[src/rtl/core/hex_key_text_obfuscation_codec_macros.svh]
// ----------------------------------------------------------------------------
// Assertion macros for the hex key text codec
// Concurrent assertion wrappers; they compile to nothing under SYNTHESIS.
// ----------------------------------------------------------------------------
`ifndef HEX_KEY_TEXT_OBFUSCATION_CODEC_MACROS_SVH
`define HEX_KEY_TEXT_OBFUSCATION_CODEC_MACROS_SVH

`ifndef SYNTHESIS

`define HKC_ASSERT_SAME(label, clk, rst, ante, cons) \
  label: assert property (@(posedge clk) disable iff (rst) (ante) |-> (cons)) \
    else $error("hkc assertion failed");

`define HKC_ASSERT_NEXT(label, clk, rst, ante, cons) \
  label: assert property (@(posedge clk) disable iff (rst) (ante) |=> (cons)) \
    else $error("hkc assertion failed");

`else

`define HKC_ASSERT_SAME(label, clk, rst, ante, cons)

`define HKC_ASSERT_NEXT(label, clk, rst, ante, cons)

`endif

`endif

[src/rtl/core/hkc_pkg.sv]
// ----------------------------------------------------------------------------
// hkc_pkg
// Shared types, constants and character helpers of the hex key text codec.
// ----------------------------------------------------------------------------
`timescale 1ns / 1ps

package hkc_pkg;

  localparam int MAX_CHARS   = 1024;
  localparam int COUNT_W     = 13;
  localparam int QUEUE_DEPTH = 2;

  localparam logic [7:0] PRINT_LO = 8'd32;
  localparam logic [7:0] PRINT_HI = 8'd126;

  typedef enum logic {
    MODE_ENCRYPT = 1'b0,
    MODE_DECRYPT = 1'b1
  } mode_t;

  // One unit of work for the back end: one or four result characters.
  typedef struct packed {
    logic [3:0][7:0] chars;
    logic            quad;
    logic            bad;
    logic            string_end;
  } job_t;

  function automatic logic [7:0] hex_char(input logic [3:0] d);
    logic [7:0] r;
    if (d < 4'd10) r = 8'd48 + {4'b0, d};
    else           r = 8'd65 - 8'd10 + {4'b0, d};
    return r;
  endfunction

  // Bit 4 set marks an invalid digit.
  function automatic logic [4:0] hex_value(input logic [7:0] c);
    logic [4:0] r;
    if (c >= 8'd48 && c <= 8'd57)       r = 5'(c - 8'd48);
    else if (c >= 8'd65 && c <= 8'd70)  r = 5'(c - 8'd65 + 8'd10);
    else if (c >= 8'd97 && c <= 8'd102) r = 5'(c - 8'd97 + 8'd10);
    else                                r = 5'd16;
    return r;
  endfunction

endpackage

[src/rtl/core/hkc_ifs.sv]
// ----------------------------------------------------------------------------
// hkc channel interfaces
// Valid/ready channels for text input, results and the mode register write.
// ----------------------------------------------------------------------------
`timescale 1ns / 1ps

interface hkc_in_if;
  logic       valid;
  logic       ready;
  logic [7:0] symbol;
  logic [3:0] key;
  logic       last;
  modport source (output valid, symbol, key, last, input ready);
  modport sink   (input valid, symbol, key, last, output ready);
endinterface

interface hkc_out_if;
  logic       valid;
  logic       ready;
  logic [7:0] out_char;
  logic       run_end;
  logic       bad_digit;
  logic       string_end;
  modport source (output valid, out_char, run_end, bad_digit, string_end, input ready);
  modport sink   (input valid, out_char, run_end, bad_digit, string_end, output ready);
endinterface

interface hkc_cfg_if;
  logic valid;
  logic ready;
  logic data;
  modport source (output valid, data, input ready);
  modport sink   (input valid, data, output ready);
endinterface

[src/rtl/core/hkc_front.sv]
// ----------------------------------------------------------------------------
// hkc_front
// Accepts input bytes, keeps the per-string state and builds result jobs.
// ----------------------------------------------------------------------------
`timescale 1ns / 1ps

module hkc_front #(
  parameter int MaxChars = hkc_pkg::MAX_CHARS
) (
  input  logic                 clk,
  input  logic                 rst,
  input  hkc_pkg::mode_t       mode,
  input  logic                 in_valid,
  output logic                 in_ready,
  input  logic [7:0]           symbol,
  input  logic [3:0]           key,
  input  logic                 last,
  output logic                 job_valid,
  output hkc_pkg::job_t        job,
  input  logic                 job_ready
);

  localparam logic [hkc_pkg::COUNT_W-1:0] Limit = hkc_pkg::COUNT_W'(MaxChars - 16);

  logic                         phase;
  logic [15:0]                  digit_buffer;
  logic [1:0]                   digit_count;
  logic [3:0]                   bad_mask;
  logic [hkc_pkg::COUNT_W-1:0]  emitted_count;
  logic                         stopped;

  logic        accept;
  logic        printable;
  logic        enc_try, enc_emit, enc_stop;
  logic [11:0] value;
  logic [7:0]  d0, d1, d2, kd;

  logic [4:0]  dv;
  logic [15:0] buf_new, buf_al;
  logic [3:0]  mask_new, mask_al;
  logic [2:0]  cnt;
  logic        fire;
  logic [3:0]  kv;
  logic [7:0]  val, c8, k8, dec_byte;
  logic        kbad, vbad;

  assign in_ready = job_ready;
  assign accept   = in_valid && in_ready;

  // Encrypt path: value = byte + 1 + key*240, with key*240 as (key<<8) - (key<<4).
  assign printable = (symbol >= hkc_pkg::PRINT_LO) && (symbol <= hkc_pkg::PRINT_HI);
  assign enc_try   = (mode == hkc_pkg::MODE_ENCRYPT) && printable && !stopped;
  assign enc_stop  = enc_try && (emitted_count > Limit);
  assign enc_emit  = enc_try && !(emitted_count > Limit);
  assign value     = {4'b0, symbol} + 12'd1 + {key, 8'b0} - {4'b0, key, 4'b0};
  assign d0        = hkc_pkg::hex_char(value[11:8]);
  assign d1        = hkc_pkg::hex_char(value[7:4]);
  assign d2        = hkc_pkg::hex_char(value[3:0]);
  assign kd        = hkc_pkg::hex_char(key);

  // Decrypt path: shift the digit in, decode once the group is complete or a short final group ends the string.
  assign dv       = hkc_pkg::hex_value(symbol);
  assign buf_new  = {digit_buffer[11:0], dv[3:0]};
  assign mask_new = {bad_mask[2:0], dv[4]};
  assign cnt      = {1'b0, digit_count} + 3'd1;
  assign fire     = (cnt == 3'd4) || (last && cnt >= 3'd2);

  // Left-align a short final group; absent digits count as missing.
  always_comb begin
    case (cnt)
      3'd2: begin
        buf_al  = {buf_new[7:0], 8'h00};
        mask_al = {mask_new[1:0], 2'b11};
      end
      3'd3: begin
        buf_al  = {buf_new[11:0], 4'h0};
        mask_al = {mask_new[2:0], 1'b1};
      end
      default: begin
        buf_al  = buf_new;
        mask_al = mask_new;
      end
    endcase
  end

  always_comb begin
    if (phase) begin
      kv   = buf_al[15:12];
      kbad = mask_al[3];
      val  = buf_al[7:0];
      vbad = |mask_al[2:0];
    end else begin
      kv   = buf_al[3:0];
      kbad = mask_al[0];
      val  = buf_al[11:4];
      vbad = |mask_al[3:1];
    end
  end

  // Mod 256, -240*k equals 16*k; a missing part stands for all ones.
  assign c8       = vbad ? 8'hFF : val;
  assign k8       = kbad ? 8'hFF : {4'b0, kv};
  assign dec_byte = c8 - 8'd1 + {k8[3:0], 4'b0};

  always_comb begin
    job            = '0;
    job.string_end = last;
    if (mode == hkc_pkg::MODE_ENCRYPT) begin
      job.quad  = 1'b1;
      job.chars = phase ? {d2, d1, d0, kd} : {kd, d2, d1, d0};
    end else begin
      job.chars = {24'b0, dec_byte};
      job.bad   = |mask_al;
    end
  end

  assign job_valid = in_valid &&
                     (enc_emit || ((mode == hkc_pkg::MODE_DECRYPT) && fire));

  always_ff @(posedge clk) begin
    if (rst) begin
      phase         <= 1'b0;
      digit_buffer  <= '0;
      digit_count   <= '0;
      bad_mask      <= '0;
      emitted_count <= '0;
      stopped       <= 1'b0;
    end else if (accept) begin
      if (last) begin
        phase         <= 1'b0;
        digit_buffer  <= '0;
        digit_count   <= '0;
        bad_mask      <= '0;
        emitted_count <= '0;
        stopped       <= 1'b0;
      end else if (mode == hkc_pkg::MODE_ENCRYPT) begin
        if (enc_emit) begin
          phase         <= ~phase;
          emitted_count <= emitted_count + hkc_pkg::COUNT_W'(4);
        end else if (enc_stop) begin
          stopped <= 1'b1;
        end
      end else if (fire) begin
        phase        <= ~phase;
        digit_buffer <= '0;
        digit_count  <= '0;
        bad_mask     <= '0;
      end else begin
        digit_buffer <= buf_new;
        digit_count  <= cnt[1:0];
        bad_mask     <= mask_new;
      end
    end
  end

endmodule

[src/rtl/core/hkc_queue.sv]
// ----------------------------------------------------------------------------
// hkc_queue
// Short job queue between the front and back ends.
// ----------------------------------------------------------------------------
`timescale 1ns / 1ps

module hkc_queue #(
  parameter int Depth = hkc_pkg::QUEUE_DEPTH
) (
  input  logic          clk,
  input  logic          rst,
  input  logic          push,
  input  hkc_pkg::job_t push_job,
  output logic          not_full,
  input  logic          pop,
  output logic          not_empty,
  output hkc_pkg::job_t pop_job
);

  localparam int PtrW = (Depth > 1) ? $clog2(Depth) : 1;
  localparam int CntW = $clog2(Depth + 1);

  hkc_pkg::job_t entries [Depth];
  logic [PtrW-1:0] wr_ptr, rd_ptr;
  logic [CntW-1:0] level;
  logic            do_push, do_pop;

  assign not_full  = (level != CntW'(Depth));
  assign not_empty = (level != '0);
  assign do_push   = push && not_full;
  assign do_pop    = pop && not_empty;
  assign pop_job   = entries[rd_ptr];

  always_ff @(posedge clk) begin
    if (rst) begin
      wr_ptr <= '0;
      rd_ptr <= '0;
      level  <= '0;
    end else begin
      if (do_push) wr_ptr <= (wr_ptr == PtrW'(Depth - 1)) ? '0 : wr_ptr + PtrW'(1);
      if (do_pop)  rd_ptr <= (rd_ptr == PtrW'(Depth - 1)) ? '0 : rd_ptr + PtrW'(1);
      case ({do_push, do_pop})
        2'b10:   level <= level + CntW'(1);
        2'b01:   level <= level - CntW'(1);
        default: level <= level;
      endcase
    end
  end

  always_ff @(posedge clk) begin
    if (do_push) entries[wr_ptr] <= push_job;
  end

endmodule

[src/rtl/core/hkc_back.sv]
// ----------------------------------------------------------------------------
// hkc_back
// Takes jobs from the queue and emits their characters one per transaction.
// ----------------------------------------------------------------------------
`timescale 1ns / 1ps

module hkc_back (
  input  logic          clk,
  input  logic          rst,
  input  logic          job_valid,
  input  hkc_pkg::job_t job,
  output logic          job_pop,
  output logic          out_valid,
  input  logic          out_ready,
  output logic [7:0]    out_char,
  output logic          run_end,
  output logic          bad_digit,
  output logic          string_end
);

  hkc_pkg::job_t cur;
  logic          cur_valid;
  logic [1:0]    pos;
  logic          slot_free, emit, done;

  assign slot_free = !out_valid || out_ready;
  assign emit      = slot_free && cur_valid;
  assign done      = (pos == (cur.quad ? 2'd3 : 2'd0));
  assign job_pop   = job_valid && (!cur_valid || (emit && done));

  always_ff @(posedge clk) begin
    if (rst) begin
      cur_valid <= 1'b0;
      out_valid <= 1'b0;
      pos       <= '0;
    end else begin
      if (slot_free) out_valid <= cur_valid;
      if (emit) pos <= done ? 2'd0 : pos + 2'd1;
      if (job_pop)            cur_valid <= 1'b1;
      else if (emit && done)  cur_valid <= 1'b0;
    end
  end

  always_ff @(posedge clk) begin
    if (job_pop) cur <= job;
    if (emit) begin
      out_char   <= cur.chars[pos];
      run_end    <= done;
      bad_digit  <= cur.bad;
      string_end <= cur.string_end;
    end
  end

endmodule

[src/rtl/core/hex_key_text_obfuscation_codec.sv]
// ----------------------------------------------------------------------------
// hex_key_text_obfuscation_codec
// Top level of the hex key text codec: mode register, front, queue, back.
// ----------------------------------------------------------------------------
// In encrypt mode (mode 0) every printable byte with its key gives four
// uppercase hex characters, so an input transaction takes four result
// transactions, which the result register sends one per cycle while ready.
// Non-printable bytes and bytes past the per-string output limit give none.
// In decrypt mode (mode 1) the block takes one hex character per cycle while
// the queue has room and emits one decoded byte for each group of four
// (or for a short final group). Input is accepted whenever the two-entry
// job queue has room, so new bytes are classified while earlier characters
// are still being sent. Write mode only while the block is idle.
`timescale 1ns / 1ps
`include "hex_key_text_obfuscation_codec_macros.svh"

module hex_key_text_obfuscation_codec #(
  parameter int MaxChars   = hkc_pkg::MAX_CHARS,
  parameter int QueueDepth = hkc_pkg::QUEUE_DEPTH
) (
  input  logic       clk,
  input  logic       rst,
  hkc_in_if.sink     text,
  hkc_out_if.source  result,
  hkc_cfg_if.sink    cfg
);

  hkc_pkg::mode_t mode;
  logic           job_valid, job_ready, q_valid, q_pop;
  hkc_pkg::job_t  job, q_job;

  assign cfg.ready = 1'b1;

  always_ff @(posedge clk) begin
    if (rst) begin
      mode <= hkc_pkg::MODE_ENCRYPT;
    end else if (cfg.valid) begin
      mode <= hkc_pkg::mode_t'(cfg.data);
    end
  end

  hkc_front #(.MaxChars(MaxChars)) u_front (
    .clk       (clk),
    .rst       (rst),
    .mode      (mode),
    .in_valid  (text.valid),
    .in_ready  (text.ready),
    .symbol    (text.symbol),
    .key       (text.key),
    .last      (text.last),
    .job_valid (job_valid),
    .job       (job),
    .job_ready (job_ready)
  );

  hkc_queue #(.Depth(QueueDepth)) u_queue (
    .clk       (clk),
    .rst       (rst),
    .push      (job_valid),
    .push_job  (job),
    .not_full  (job_ready),
    .pop       (q_pop),
    .not_empty (q_valid),
    .pop_job   (q_job)
  );

  hkc_back u_back (
    .clk        (clk),
    .rst        (rst),
    .job_valid  (q_valid),
    .job        (q_job),
    .job_pop    (q_pop),
    .out_valid  (result.valid),
    .out_ready  (result.ready),
    .out_char   (result.out_char),
    .run_end    (result.run_end),
    .bad_digit  (result.bad_digit),
    .string_end (result.string_end)
  );

  // Encrypted output is always an uppercase hex digit with no bad flag.
  `HKC_ASSERT_SAME(a_enc_hex_char, clk, rst, result.valid && (mode == hkc_pkg::MODE_ENCRYPT), (result.out_char >= 8'd48 && result.out_char <= 8'd57) || (result.out_char >= 8'd65 && result.out_char <= 8'd70))
  `HKC_ASSERT_SAME(a_enc_no_bad, clk, rst, result.valid && (mode == hkc_pkg::MODE_ENCRYPT), !result.bad_digit)
  // Hold a stalled result transaction steady until it is taken.
  `HKC_ASSERT_NEXT(a_result_hold, clk, rst, result.valid && !result.ready, result.valid && $stable(result.out_char))

endmodule
[src/flat_wrapper.sv]
// flat-port wrapper written by rule: the top's interface ports become plain ports
module hex_key_text_obfuscation_codec_flat 
#(
  parameter int MaxChars   = hkc_pkg::MAX_CHARS,
  parameter int QueueDepth = hkc_pkg::QUEUE_DEPTH
)
  (clk, rst, text_valid, text_symbol, text_key, text_last, text_ready, result_valid, result_out_char, result_run_end, result_bad_digit, result_string_end, result_ready, cfg_valid, cfg_data, cfg_ready);
  hkc_in_if text_i ();
  hkc_out_if result_i ();
  hkc_cfg_if cfg_i ();
  input  logic clk;
  input  logic rst;
  input wire logic [$bits(text_i.valid)-1:0] text_valid;
  input wire logic [$bits(text_i.symbol)-1:0] text_symbol;
  input wire logic [$bits(text_i.key)-1:0] text_key;
  input wire logic [$bits(text_i.last)-1:0] text_last;
  output wire logic [$bits(text_i.ready)-1:0] text_ready;
  output wire logic [$bits(result_i.valid)-1:0] result_valid;
  output wire logic [$bits(result_i.out_char)-1:0] result_out_char;
  output wire logic [$bits(result_i.run_end)-1:0] result_run_end;
  output wire logic [$bits(result_i.bad_digit)-1:0] result_bad_digit;
  output wire logic [$bits(result_i.string_end)-1:0] result_string_end;
  input wire logic [$bits(result_i.ready)-1:0] result_ready;
  input wire logic [$bits(cfg_i.valid)-1:0] cfg_valid;
  input wire logic [$bits(cfg_i.data)-1:0] cfg_data;
  output wire logic [$bits(cfg_i.ready)-1:0] cfg_ready;
  assign text_i.valid = text_valid;
  assign text_i.symbol = text_symbol;
  assign text_i.key = text_key;
  assign text_i.last = text_last;
  assign text_ready = text_i.ready;
  assign result_valid = result_i.valid;
  assign result_out_char = result_i.out_char;
  assign result_run_end = result_i.run_end;
  assign result_bad_digit = result_i.bad_digit;
  assign result_string_end = result_i.string_end;
  assign result_i.ready = result_ready;
  assign cfg_i.valid = cfg_valid;
  assign cfg_i.data = cfg_data;
  assign cfg_ready = cfg_i.ready;
  hex_key_text_obfuscation_codec #(.MaxChars(MaxChars), .QueueDepth(QueueDepth)) u_core (.clk(clk), .rst(rst), .text(text_i), .result(result_i), .cfg(cfg_i));
endmodule
[config.mk]
export PLATFORM = sky130hd
export DESIGN_NAME = hex_key_text_obfuscation_codec_flat
export DESIGN_NICKNAME = d
export VERILOG_FILES = /design/src/rtl/core/hkc_pkg.sv /design/src/rtl/core/hkc_ifs.sv /design/src/rtl/core/hkc_front.sv /design/src/rtl/core/hkc_queue.sv /design/src/rtl/core/hkc_back.sv /design/src/rtl/core/hex_key_text_obfuscation_codec.sv /design/src/flat_wrapper.sv
export VERILOG_INCLUDE_DIRS = /design/src /design/src/rtl/core
export SDC_FILE = /design/constraint.sdc
export NUM_CORES = 1
export LEC_CHECK = 0
export BUFFER_PORTS_ARGS = -buffer_cell sky130_fd_sc_hd__buf_2
export CAP_MARGIN = 40
export CORE_UTILIZATION = 65
export DETAILED_ROUTE_END_ITERATION = 8
export GPL_TIMING_DRIVEN = 0
export PLACE_DENSITY = 0.92
export SETUP_SLACK_MARGIN = 0.15
export SYNTH_ARGS = -nofsm -noshare
export SYNTH_HDL_FRONTEND = slang
export SYNTH_SLANG_ARGS = --single-unit
[constraint.sdc]
create_clock -name clk -period 7.2 [get_ports clk]
set_input_delay 0.36 -clock clk [delete_from_list [all_inputs] [get_ports clk]]
set_output_delay 0.36 -clock clk [all_outputs]
set_load 0.1 [all_outputs]
==> summary.md, run 1 <==
| Metric | Value |
|---|---|
| Status | complete, but fails checks |
| Failing checks | DRC |
| First-pass GRT wire length | 29.6 mm |
| Vias | 5,905 |
| Rows | 39 |
| Worst hold path class | in -> reg |
| Post-Syn Nets | 764 |
| Flops & latches, synth | 146 |
| Cells after synthesis | 702 |
| CTS tree | yes |
| Final Core Density | 76.4% |
| Final Hold Viols | 0 |
| Nets | 818 |
| Worst vdd ir | 0.240 mV |
| Chip Width | 112 um |
| Vias in the first global route | 5,749 |
| Diodes inserted | 0 |
| Die height | 112 um |
| Final period util | 58.2% |
| Die footprint | 12,500 sq um |
| # clock sinks | 146 |
| # IOs | 33 |
| Flop2flop setup slack | 3010 ps |
| CTS Hold Buffers Added | 0 |
| Worst slew pin tran | 888 ps |
| Skew final | 15.2 ps |
| Most frequent cells in the layout | 107 x edfxtp_1, 96 x nor2_1, 42 x ha_1, 40 x a21oi_1, 39 x dfxtp_1 |
| Synth cell types | 75 |
| Commonest non-fill, non-tap cell in the layout | edfxtp_1 |
| Starting density of the core | 67.6% |
| RR Startpoint | u_core.u_front.digit_count[0] |
| Max-Slew Margin vs Limit | 40.5% |
| CP max FO | 10 |
| Post-Syn Area per Cell | 11.1 sq um |
| Root Buffer | clkbuf_16 |
| WS Path Type | reg -> reg |
| Final min period | 4190 ps |
| Synth-to-layout area growth | 13.1% |
| Post-CTS Resized | 0 |
| Setup TNS Final | 0 ps |
| EDFF count, synth | 107 |
| Fmax achieved | 239 MHz |
| IO buf count | 31 |
| R2R cell count | 17 |
| DRT Pass-1 Iters | 8 |
| Synth Warn # | 0 |
| GPL Wtd Cong | 0.947 |
| DRC viols | 1 |
| Max Cap Viol | 0 |
| Total power | 3.01 mW |
| Top_reg_cell synth | edfxtp_1 |
| Post-DP HPWL | 13.1 mm |
| Layout fillers | 698 |
| Initial DRC count | 738 |
| Clock buffer depth | 2 |
| CP Capture Point | u_core.u_queue.entries[1][10] |
| Clk slew on worst S/H paths | 70 ps |
| H-tree Lvls | 4 |
| Sequential fraction of the synthesis area | 51.1% |
| Antenna violations before repair | 0 |
| Critical path data required time | 7440 ps |
| Post-CTS setup buffer count | 0 |
| RSZ-0062 raised after global routing | no |
| CP Launch Type | flip-flop |
| Grt ovf | 0 |
| Vias per cell | 6.47 |
| R2r endpoint | u_core.u_queue.entries[1][10] |
| Total CTS buffers | 17 |
| CP max-delay cell | dfxtp_1 |
| Critical path cell sequence | inv_1, ha_1, buf_2, a2111oi_0, a31oi_1, a21o_2, a31oi_1, nand2_1, ha_1, fa_1, a21o_1, a21oi_1, o21bai_1, a21oi_1, xnor2_1, xnor2_1, mux2i_1 |
| Global Route Usage Sum | 31.1% |
| Crit-path max cell delay | 410 ps |
| Core Region | 11,600 sq um |
| Final Max Slew Viols | 0 |
| Worst path arrival time | 4430 ps |
| Largest net degree at the start of global routing | 22 |
| WL per Instance | 20.1 um |
| Lkg Pwr | 3.28 nW |
| Worst skew pair latency | 430 ps |
| Post-DRT Antenna Nets | 0 |
| Layout cell share with drive strength beyond 1 | 17.0% |
| Worst Setup SP | u_core.u_front.digit_count[0] |
| Mapped Area | 7820 sq um |
| FFs w/ async S/R, synth | 0% |
| Setup violations, final | 0 |
| Drt total wl | 18.3 mm |
| CP endpoint kind | flip-flop |
| PwrDens | 340 nW/um^2 |
## per-layer routing
metal  part of all wire (%)  vias to the layer above  global-route usage, %
li1                       -                     2723                      -
met5                      0                        -                      0
met2                     49                      335                   51.7
met3                    7.1                       65                   6.04
met1                     41                     2782                   39.6
met4                    3.4                        0                   14.6
## critical path: cells and delay by family, from the launching register on
family | cells | cell delay [ps]
adders and majority gates | 3 | 930
muxes | 1 | 320
and+or+nand+nor | 1 | 90
AOI/OAI and AO/OA | 8 | 1660
buffers and inverters | 2 | 280
DFF | 1 | 410
xor gates and xnor gates | 2 | 310
## area by class of cell
| type | instances | area (sq um) | share of cell area [%] |
|---|---|---|---|
| Buffer | 34 | 135 | 1.53 |
| Clock buffer | 17 | 425 | 4.81 |
| Clock inverter | 15 | 150 | 1.70 |
| Inverter | 32 | 120 | 1.36 |
| Multi-Input combinational cell | 490 | 3590 | 40.7 |
| Sequential cell | 146 | 3990 | 45.2 |
| Tap cell | 143 | 179 | 2.02 |
| Timing Repair Buffer | 35 | 243 | 2.75 |
## logic make-up (layout without fill, tap and decap cells)
logic type	after synthesis	in the layout	synth area share [%]
other cells	1	1	0.0480
buf+inv	66	133	3.27
xor+xnor	30	30	3.36
flops	146	146	51.1
mux	45	45	7.39
simple gates	200	200	11.9
compound gates	171	171	15.9
fa+ha+maj	43	43	6.98
## worst min path at each step
stage	startpoint	to	slack [ps]	cells after the start
after global placement	u_core.u_back.cur[1]	u_core.u_back.bad_digit	400	0
final	text_last	u_core.u_queue.entries[0][0]	160	1
after CTS	text_last	u_core.u_queue.entries[0][0]	130	1
after detailed placement	u_core.u_back.cur[1]	u_core.u_back.bad_digit	410	0
after global routing	text_last	u_core.u_queue.entries[0][0]	140	1
after floorplan	u_core.u_back.cur[1]	u_core.u_back.bad_digit	400	0
## flip-flops by register name (all words and copies together) (netlist names), 2 cells and up
name / cells
u_core.u_back.pos: 2
u_core.u_queue.level: 2
u_core.u_back.out_char: 8
u_core.u_front.digit_buffer: 12
u_core.u_front.emitted_count: 11
u_core.u_front.digit_count: 2
u_core.u_queue.entries: 64
u_core.u_back.cur: 32
u_core.u_front.bad_mask: 3
## synthesized netlist by cell type, drive strengths merged, types with 3 or more instances
library cell | instances | area [sq um]
a211oi | 11 | 95.1
a21o | 11 | 83.8
a21oi | 41 | 205
a221oi | 6 | 58.8
a22o | 6 | 56.3
a22oi | 27 | 221
a311oi | 3 | 26.3
a31oi | 11 | 68.8
and2 | 9 | 56.3
and3 | 4 | 25.0
buf | 9 | 41.3
clkbuf | 25 | 93.8
dfxtp | 39 | 781
edfxtp | 107 | 3210
ha | 42 | 526
inv | 32 | 120
mux2 | 32 | 360
mux2i | 6 | 60.1
mux4 | 7 | 158
nand2 | 32 | 120
nand2b | 9 | 56.3
nand3 | 12 | 60.1
nand4 | 6 | 37.5
nor2 | 98 | 368
nor2b | 4 | 25.0
nor3 | 11 | 71.3
o21a | 5 | 37.5
o21ai | 15 | 78.8
o21bai | 3 | 22.5
o2bb2ai | 3 | 26.3
o311a | 4 | 41.3
or3 | 5 | 31.3
xnor2 | 16 | 140
xor2 | 14 | 123
## through the flow
stage | setup WS [ps] | area [sq um] | cells | hold slack, ps
after floorplan | 3430 | 7820 | 702 | 400
after global placement | 2750 | 8150 | 876 | 404
after detailed placement | 2640 | 8270 | 880 | 412
after CTS | 3040 | 8840 | 912 | 132
after global routing | 2730 | 8840 | 912 | 144
final | 3010 | 8840 | 912 | 158
## power by group
part / internal (mW) / total [mW] / switching, mW
clock: 0.485 / 0.858 / 0.373
combinational: 0.331 / 0.971 / 0.639
sequential: 1.13 / 1.18 / 0.0535
(Power assumes the default switching activity.)
==> run 2, diff against run 1 <==
ABC_AREA = 1   (was not set)
CORE_UTILIZATION = 63   (was 65)
PLACE_DENSITY = 0.9   (was 0.92)
clock period = 4.2 ns   (was 7.2 ns; I/O delays follow)
==> summary.md, run 2 <==
| Metric | Value |
|---|---|
| # clock sinks | 146 |
| Die height | 115 um |
| Hold EP | u_core.mode |
| CP Launch Type | flip-flop |
| Post-DP HPWL | 12.6 mm |
| Largest register FFs | 64 |
| Synth Warn # | 0 |
| Worst hold path class | in -> reg |
| CTS tree | yes |
| Top post-synthesis cells by count | 270 x nand2_1, 107 x edfxtp_1, 92 x inv_1 |
| RSZ-0062 raised after global routing | no |
| Flops & latches, synth | 146 |
| Place WS | 621 ps |
| Worst skew pair latency | 420 ps |
| Chip Width | 115 um |
| Max Cap Viol | 0 |
| WL per Instance | 15.1 um |
| Commonest non-fill, non-tap cell in the layout | nand2_1 |
| Share of the synthesized area in the top cell type | 39.8% |
| Mapped Area | 8070 sq um |
| Status | finished, final reports clean |
| Core Region | 12,300 sq um |
| Total CTS buffers | 17 |
| Multi-input logic area | 3550 sq um |
| Nets | 1,056 |
| Post-route setup slack | 531 ps |
| Sequential fraction of the synthesis area | 49.5% |
| PwrDens | 566 nW/um^2 |
| Top_reg_cell synth | edfxtp_1 |
| GPL Wtd Cong | 0.987 |
| Die footprint | 13,300 sq um |
| Layout fillers | 865 |
| # IOs | 33 |
| Top cells by area, synth | edfxtp_1 40%, nand2_1 13%, dfxtp_1 9.7% |
| RR Startpoint | u_core.u_front.digit_count[0] |
| Hold Path Cell Cnt | 3 |
| Final Hold Viols | 0 |
| Worst slew pin tran | 704 ps |
| Post-CTS Resized | 0 |
| Regs by FF count | u_core.u_queue.entries (64), u_core.u_back.cur (32), u_core.u_front.digit_buffer (12) |
| Root Buffer | clkbuf_16 |
| First-pass GRT wire length | 29.5 mm |
| Cells after synthesis | 940 |
| IO buf count | 31 |
| Hold Path Origin | cfg_data |
| Vias in the first global route | 6,337 |
| Vias | 6,659 |
| Critical path data required time | 4470 ps |
| Antenna violations before repair | 0 |
| Clk slew on worst S/H paths | 60 ps |
| Most flop-heavy register | u_core.u_queue.entries |
| Final Max Slew Viols | 0 |
| WS Path Type | reg -> reg |
| Most frequent cells in the layout | 270 x nand2_1, 107 x edfxtp_1, 92 x inv_1, 71 x a21oi_1, 63 x nor2_1 |
| Largest net degree at the start of global routing | 28 |
| Diodes inserted | 0 |
| Post-DRT Antenna Nets | 0 |
| EDFF count, synth | 107 |
| Skew final | 12.0 ps |
| Post-Syn Area per Cell | 8.59 sq um |
| Dominant cell by count in the synthesized netlist | nand2_1 |
| Worst path arrival time | 3940 ps |
| CP max FO | 10 |
| Synth cell types | 55 |
| Vias per cell | 5.67 |
| Global Route Usage Sum | 29.0% |
| Synth-to-layout area growth | 13.1% |
| Setup TNS Final | 0 ps |
| Drt total wl | 17.7 mm |
| Starting density of the core | 65.8% |
| Initial DRC count | 625 |
| Flop2flop setup slack | 530 ps |
| R2r endpoint | u_core.u_queue.entries[0][9] |
| Worst vdd ir | 0.264 mV |
| CP endpoint kind | flip-flop |
| Max-Slew Margin vs Limit | 53.0% |
| Final min period | 3670 ps |
| DRC viols | 0 |
| DRT Pass-1 Iters | 6 |
| Setup violations, final | 0 |
| Rows | 40 |
| Lkg Pwr | 3.88 nW |
| Cell accounting for the most synthesized area | edfxtp_1 |
| Post-Syn Nets | 1,002 |
| Register area | 3990 sq um |
| H-tree Lvls | 4 |
| Clock buffer depth | 2 |
| Layout cell share with drive strength beyond 1 | 12.1% |
| Grt ovf | 0 |
| R2R cell count | 21 |
| FFs w/ async S/R, synth | 0% |
| Final period util | 87.4% |
| Fmax achieved | 273 MHz |
==> run 2: cell count changes in the layout (fill, tap and decap cells not counted), sizes merged, moves of 8 or more <==
| cell | change |
|---|---|
| o21ai | +36 |
| a211oi | -9 |
| o22ai | +12 |
| xnor2 | -14 |
| mux2 | -32 |
| nand2 | +250 |
| nor2 | -28 |
| a22oi | -27 |
| a31oi | -8 |
| nand2b | -9 |
| a21oi | +32 |
| nand3 | +36 |
| a21o | -11 |
| inv | +65 |
==> run 2: layout make-up <==
cell class,count,share of cell area [%]
clock buffer,17,4.66
multi-input combinational,658,38.9
tap,168,2.30
inverter,101,4.15
buffer,35,1.70
sequential,146,43.7
timing repair buffer,35,2.63
clock inverter,15,1.94
==> run 2: worst max path at each step <==
stage,start,to,slack (ps),cells after the start
2_1_floorplan,u_core.u_queue.level[0],u_core.u_queue.entries[0][0],840,6
3_3_place_gp,text_symbol[2],u_core.u_queue.entries[0][13],300,13
3_5_place_dp,u_core.u_front.digit_count[0],u_core.u_queue.entries[0][10],620,21
4_1_cts,u_core.u_front.digit_count[0],u_core.u_queue.entries[1][10],570,21
5_1_grt,u_core.u_front.digit_count[0],u_core.u_queue.entries[1][9],160,21
6_report,u_core.u_front.digit_count[0],u_core.u_queue.entries[0][9],530,21
==> run 2: worst max-delay path, stage by stage (launching register included) <==
cell and delay (ps):
dfxtp_1 360, inv_1 90, ha_1 290, buf_2 160, nand2_2 180, o211ai_1 190
nor2_1 130, nand2_1 60, nand2_1 80, inv_1 60, nor2_2 180, and2_1 230
inv_1 60, ha_1 350, nand3_1 110, and2_1 190, or2_2 290, nand2_1 70
a21oi_1 80, o21ai_0 190, a21oi_1 70, a21oi_2 120
==> run 2: kinds of logic after synthesis <==
family | Yosys count | share of synthesized area [%]
and+or+nand+nor | 436 | 23.5
AOI/OAI and AO/OA | 161 | 11.3
DFF | 146 | 49.5
buffers and inverters | 136 | 6.62
adders and majority gates | 43 | 6.76
xor gates and xnor gates | 17 | 2.26
other | 1 | 0.0464
==> run 2: repair_timing <==
action,CTS,global route
hold buffers,1,0
endpoints found under the hold margin,2,0
setup buffers,0,0
==> run 2: metrics by stage <==
step           total power, mW  instances  hold slack [ps]  area [sq um]  utilization, %
2_1_floorplan             3.20        940              309          8070               -
3_3_place_gp              3.50       1139              403          8440            68.8
3_5_place_dp              3.61       1142              407          8520            69.5
4_1_cts                   5.15       1175             24.1          9140            74.5
5_1_grt                   5.42       1175             39.0          9140            74.5
6_report                  5.17       1175             27.5          9140            74.5
==> run 2: per-layer routing <==
| metal | global-route usage [%] | up-vias | share of wire [%] |
|---|---|---|---|
| met1 | 35.5 | 3065 | 41 |
| met5 | 0 | - | 0 |
| met3 | 5.32 | 57 | 6.6 |
| met4 | 14.9 | 0 | 3.0 |
| li1 | - | 3248 | - |
| met2 | 49.1 | 289 | 49 |
==> run 2: report_power, final <==
part	switching, mW	total, mW	leakage (nW)	internal [mW]
clock	0.604	1.54	0.286	0.937
combinational	1.19	1.62	2.29	0.433
sequential	0.0753	2.01	1.30	1.93
total	1.87	5.17	3.88	3.30
==> run 3, diff against run 2 <==
PLACE_DENSITY = 0.81   (was 0.9)
==> summary.md, run 3 (same netlist as run 2, synthesis figures left out) <==
| Metric | Value |
|---|---|
| Status | finished, final reports clean |
| Drt total wl | 17.8 mm |
| Root Buffer | clkbuf_16 |
| Post-CTS setup buffer count | 0 |
| Total CTS buffers | 17 |
| WL per Instance | 15.2 um |
| Max Cap Viol | 0 |
| Final Core Density | 74.8% |
| Worst hold path class | in -> reg |
| H-tree Lvls | 4 |
| WS Path Type | reg -> reg |
| Setup TNS Final | 0 ps |
| Initial DRC count | 553 |
| Worst path arrival time | 3850 ps |
| Vias in the first global route | 6,038 |
| Vias | 6,441 |
| Internal power | 3.36 mW |
| Post-DP HPWL | 12.9 mm |
| Global Route Usage Sum | 28.9% |
| Final hold slack | 13.3 ps |
| Placed instance area | 8530 sq um |
| GPL Wtd Cong | 0.940 |
| Setup violations, final | 0 |
| Skew final | 11.0 ps |
| Sw frac | 35.3% |
| # IOs | 33 |
| Core Region | 12,300 sq um |
| Switch Pwr | 1.84 mW |
| Crit-path max cell delay | 410 ps |
| Final period util | 87.7% |
| Worst vdd ir | 0.320 mV |
| Worst skew pair latency | 430 ps |
| Clock buffer depth | 2 |
| Die height | 115 um |
| CP max-delay cell | fa_1 |
| CP endpoint kind | flip-flop |
| Largest net degree at the start of global routing | 25 |
| Nets | 1,056 |
| Combinational Power Share | 31.1% |
| Worst slew pin tran | 814 ps |
| Design area | 9170 sq um |
| Commonest non-fill, non-tap cell in the layout | nand2_1 |
| Chip Width | 115 um |
| RSZ-0062 raised after global routing | no |
| Synth-to-layout area growth | 13.6% |
| Regs by FF count | u_core.u_queue.entries (64), u_core.u_back.cur (32), u_core.u_front.digit_buffer (12) |
| Critical Path Most Common Cell | nand2_1 |
| Diodes inserted | 0 |
| Grt ovf | 0 |
| IO buf count | 31 |
| DRT Pass-1 Iters | 5 |
| Die footprint | 13,300 sq um |
| Post-route setup slack | 518 ps |
| Final min period | 3680 ps |
| CTS tree | yes |
| Layout cell share with drive strength beyond 1 | 12.3% |
| Critical path data required time | 4370 ps |
| DRC viols | 0 |
| Most frequent cells in the layout | 269 x nand2_1, 107 x edfxtp_1, 92 x inv_1, 71 x a21oi_1, 63 x nor2_1 |
| Layout fillers | 892 |
| Max-Slew Margin vs Limit | 45.7% |
| Clock power share | 30.4% |
| Largest register FFs | 64 |
| Final Max Slew Viols | 0 |
| CP max FO | 10 |
| Lkg Pwr | 3.92 nW |
| Post-DRT Antenna Nets | 0 |
| CP Launch Type | flip-flop |
| First-pass GRT wire length | 29.0 mm |
| Rows | 40 |
| Clk slew on worst S/H paths | 60 ps |
| Flop pwr share | 38.5% |
| Fmax achieved | 272 MHz |
| Final Hold Viols | 0 |
| Vias per cell | 5.48 |
| Antenna violations before repair | 0 |
| Place WS | 608 ps |
| # clock sinks | 146 |
| Most flop-heavy register | u_core.u_queue.entries |
| PwrDens | 567 nW/um^2 |
| Starting density of the core | 65.8% |
| Critical path cell sequence | inv_1, ha_1, buf_2, nand2_4, o211ai_1, nor2_1, nand2_1, nand2_1, inv_1, nor2_4, and2_1, ha_1, fa_1, a21oi_1, o21ai_0, nand2_1, nand2_1, a21oi_1, nand3_1, nand2_1, nor2_1 |
run 3: final timing paths:
check / to / depth (start not counted) / slack, ps / startpoint
min reg2reg: u_core.u_back.bad_digit / 0 / 430 / u_core.u_back.cur[1]
max: u_core.u_queue.entries[0][10] / 21 / 520 / u_core.u_front.digit_count[0]
max reg2reg: u_core.u_queue.entries[0][10] / 21 / 520 / u_core.u_front.digit_count[0]
min: u_core.mode / 3 / 10 / cfg_data
run 3: worst max-delay path: cells and delay by family, from the launching register on:
| family | cells | cell delay [ps] |
|---|---|---|
| AND/OR/NAND/NOR | 11 | 970 |
| adder cells (fa/ha/maj) | 3 | 910 |
| buffers and inverters | 3 | 410 |
| AO/OA/AOI/OAI | 4 | 780 |
| flip-flops | 1 | 370 |
run 3: routing by layer:
metal | vias to the layer above | share of wire (%) | GRT usage (%)
li1 | 3252 | - | -
met1 | 2968 | 43 | 35.7
met2 | 189 | 50 | 50.4
met3 | 32 | 5.4 | 6.17
met4 | 0 | 2.0 | 9.70
met5 | - | 0 | 0
run 3: repair_timing:
item | CTS | global route
gates resized for setup | 0 | 4
endpoints found under the hold margin | 2 | 0
hold buffers | 1 | 0
endpoints found under the setup margin | 0 | 2
run 3: area by class of cell:
type / count / area [sq um] / share of cell area, %
clock buffers: 19 / 433 / 4.72
multi-input cells: 658 / 3570 / 38.9
repair buffers: 35 / 248 / 2.70
flip-flops and latches: 146 / 4000 / 43.6
clock inverters: 13 / 185 / 2.02
plain buffers: 35 / 155 / 1.69
well taps: 168 / 210 / 2.29
inverters: 101 / 379 / 4.13
run 3: through the flow:
stage	power, mW	std cells
final	5.20	1175
after global routing	5.46	1175
after CTS	5.18	1175
after detailed placement	3.61	1142
after global placement	3.51	1139
after floorplan	3.20	940
run 3: power groups by stage:
| stage | Clock, mW | Combinational, mW | Sequential (mW) |
|---|---|---|---|
| global placement | 0 | 1.49 | 2.03 |
| floorplan | 0 | 0.949 | 2.25 |
| global route | 1.65 | 1.79 | 2.02 |
| detailed placement | 0 | 1.58 | 2.03 |
| CTS | 1.58 | 1.60 | 2.00 |
| finish | 1.58 | 1.62 | 2.00 |
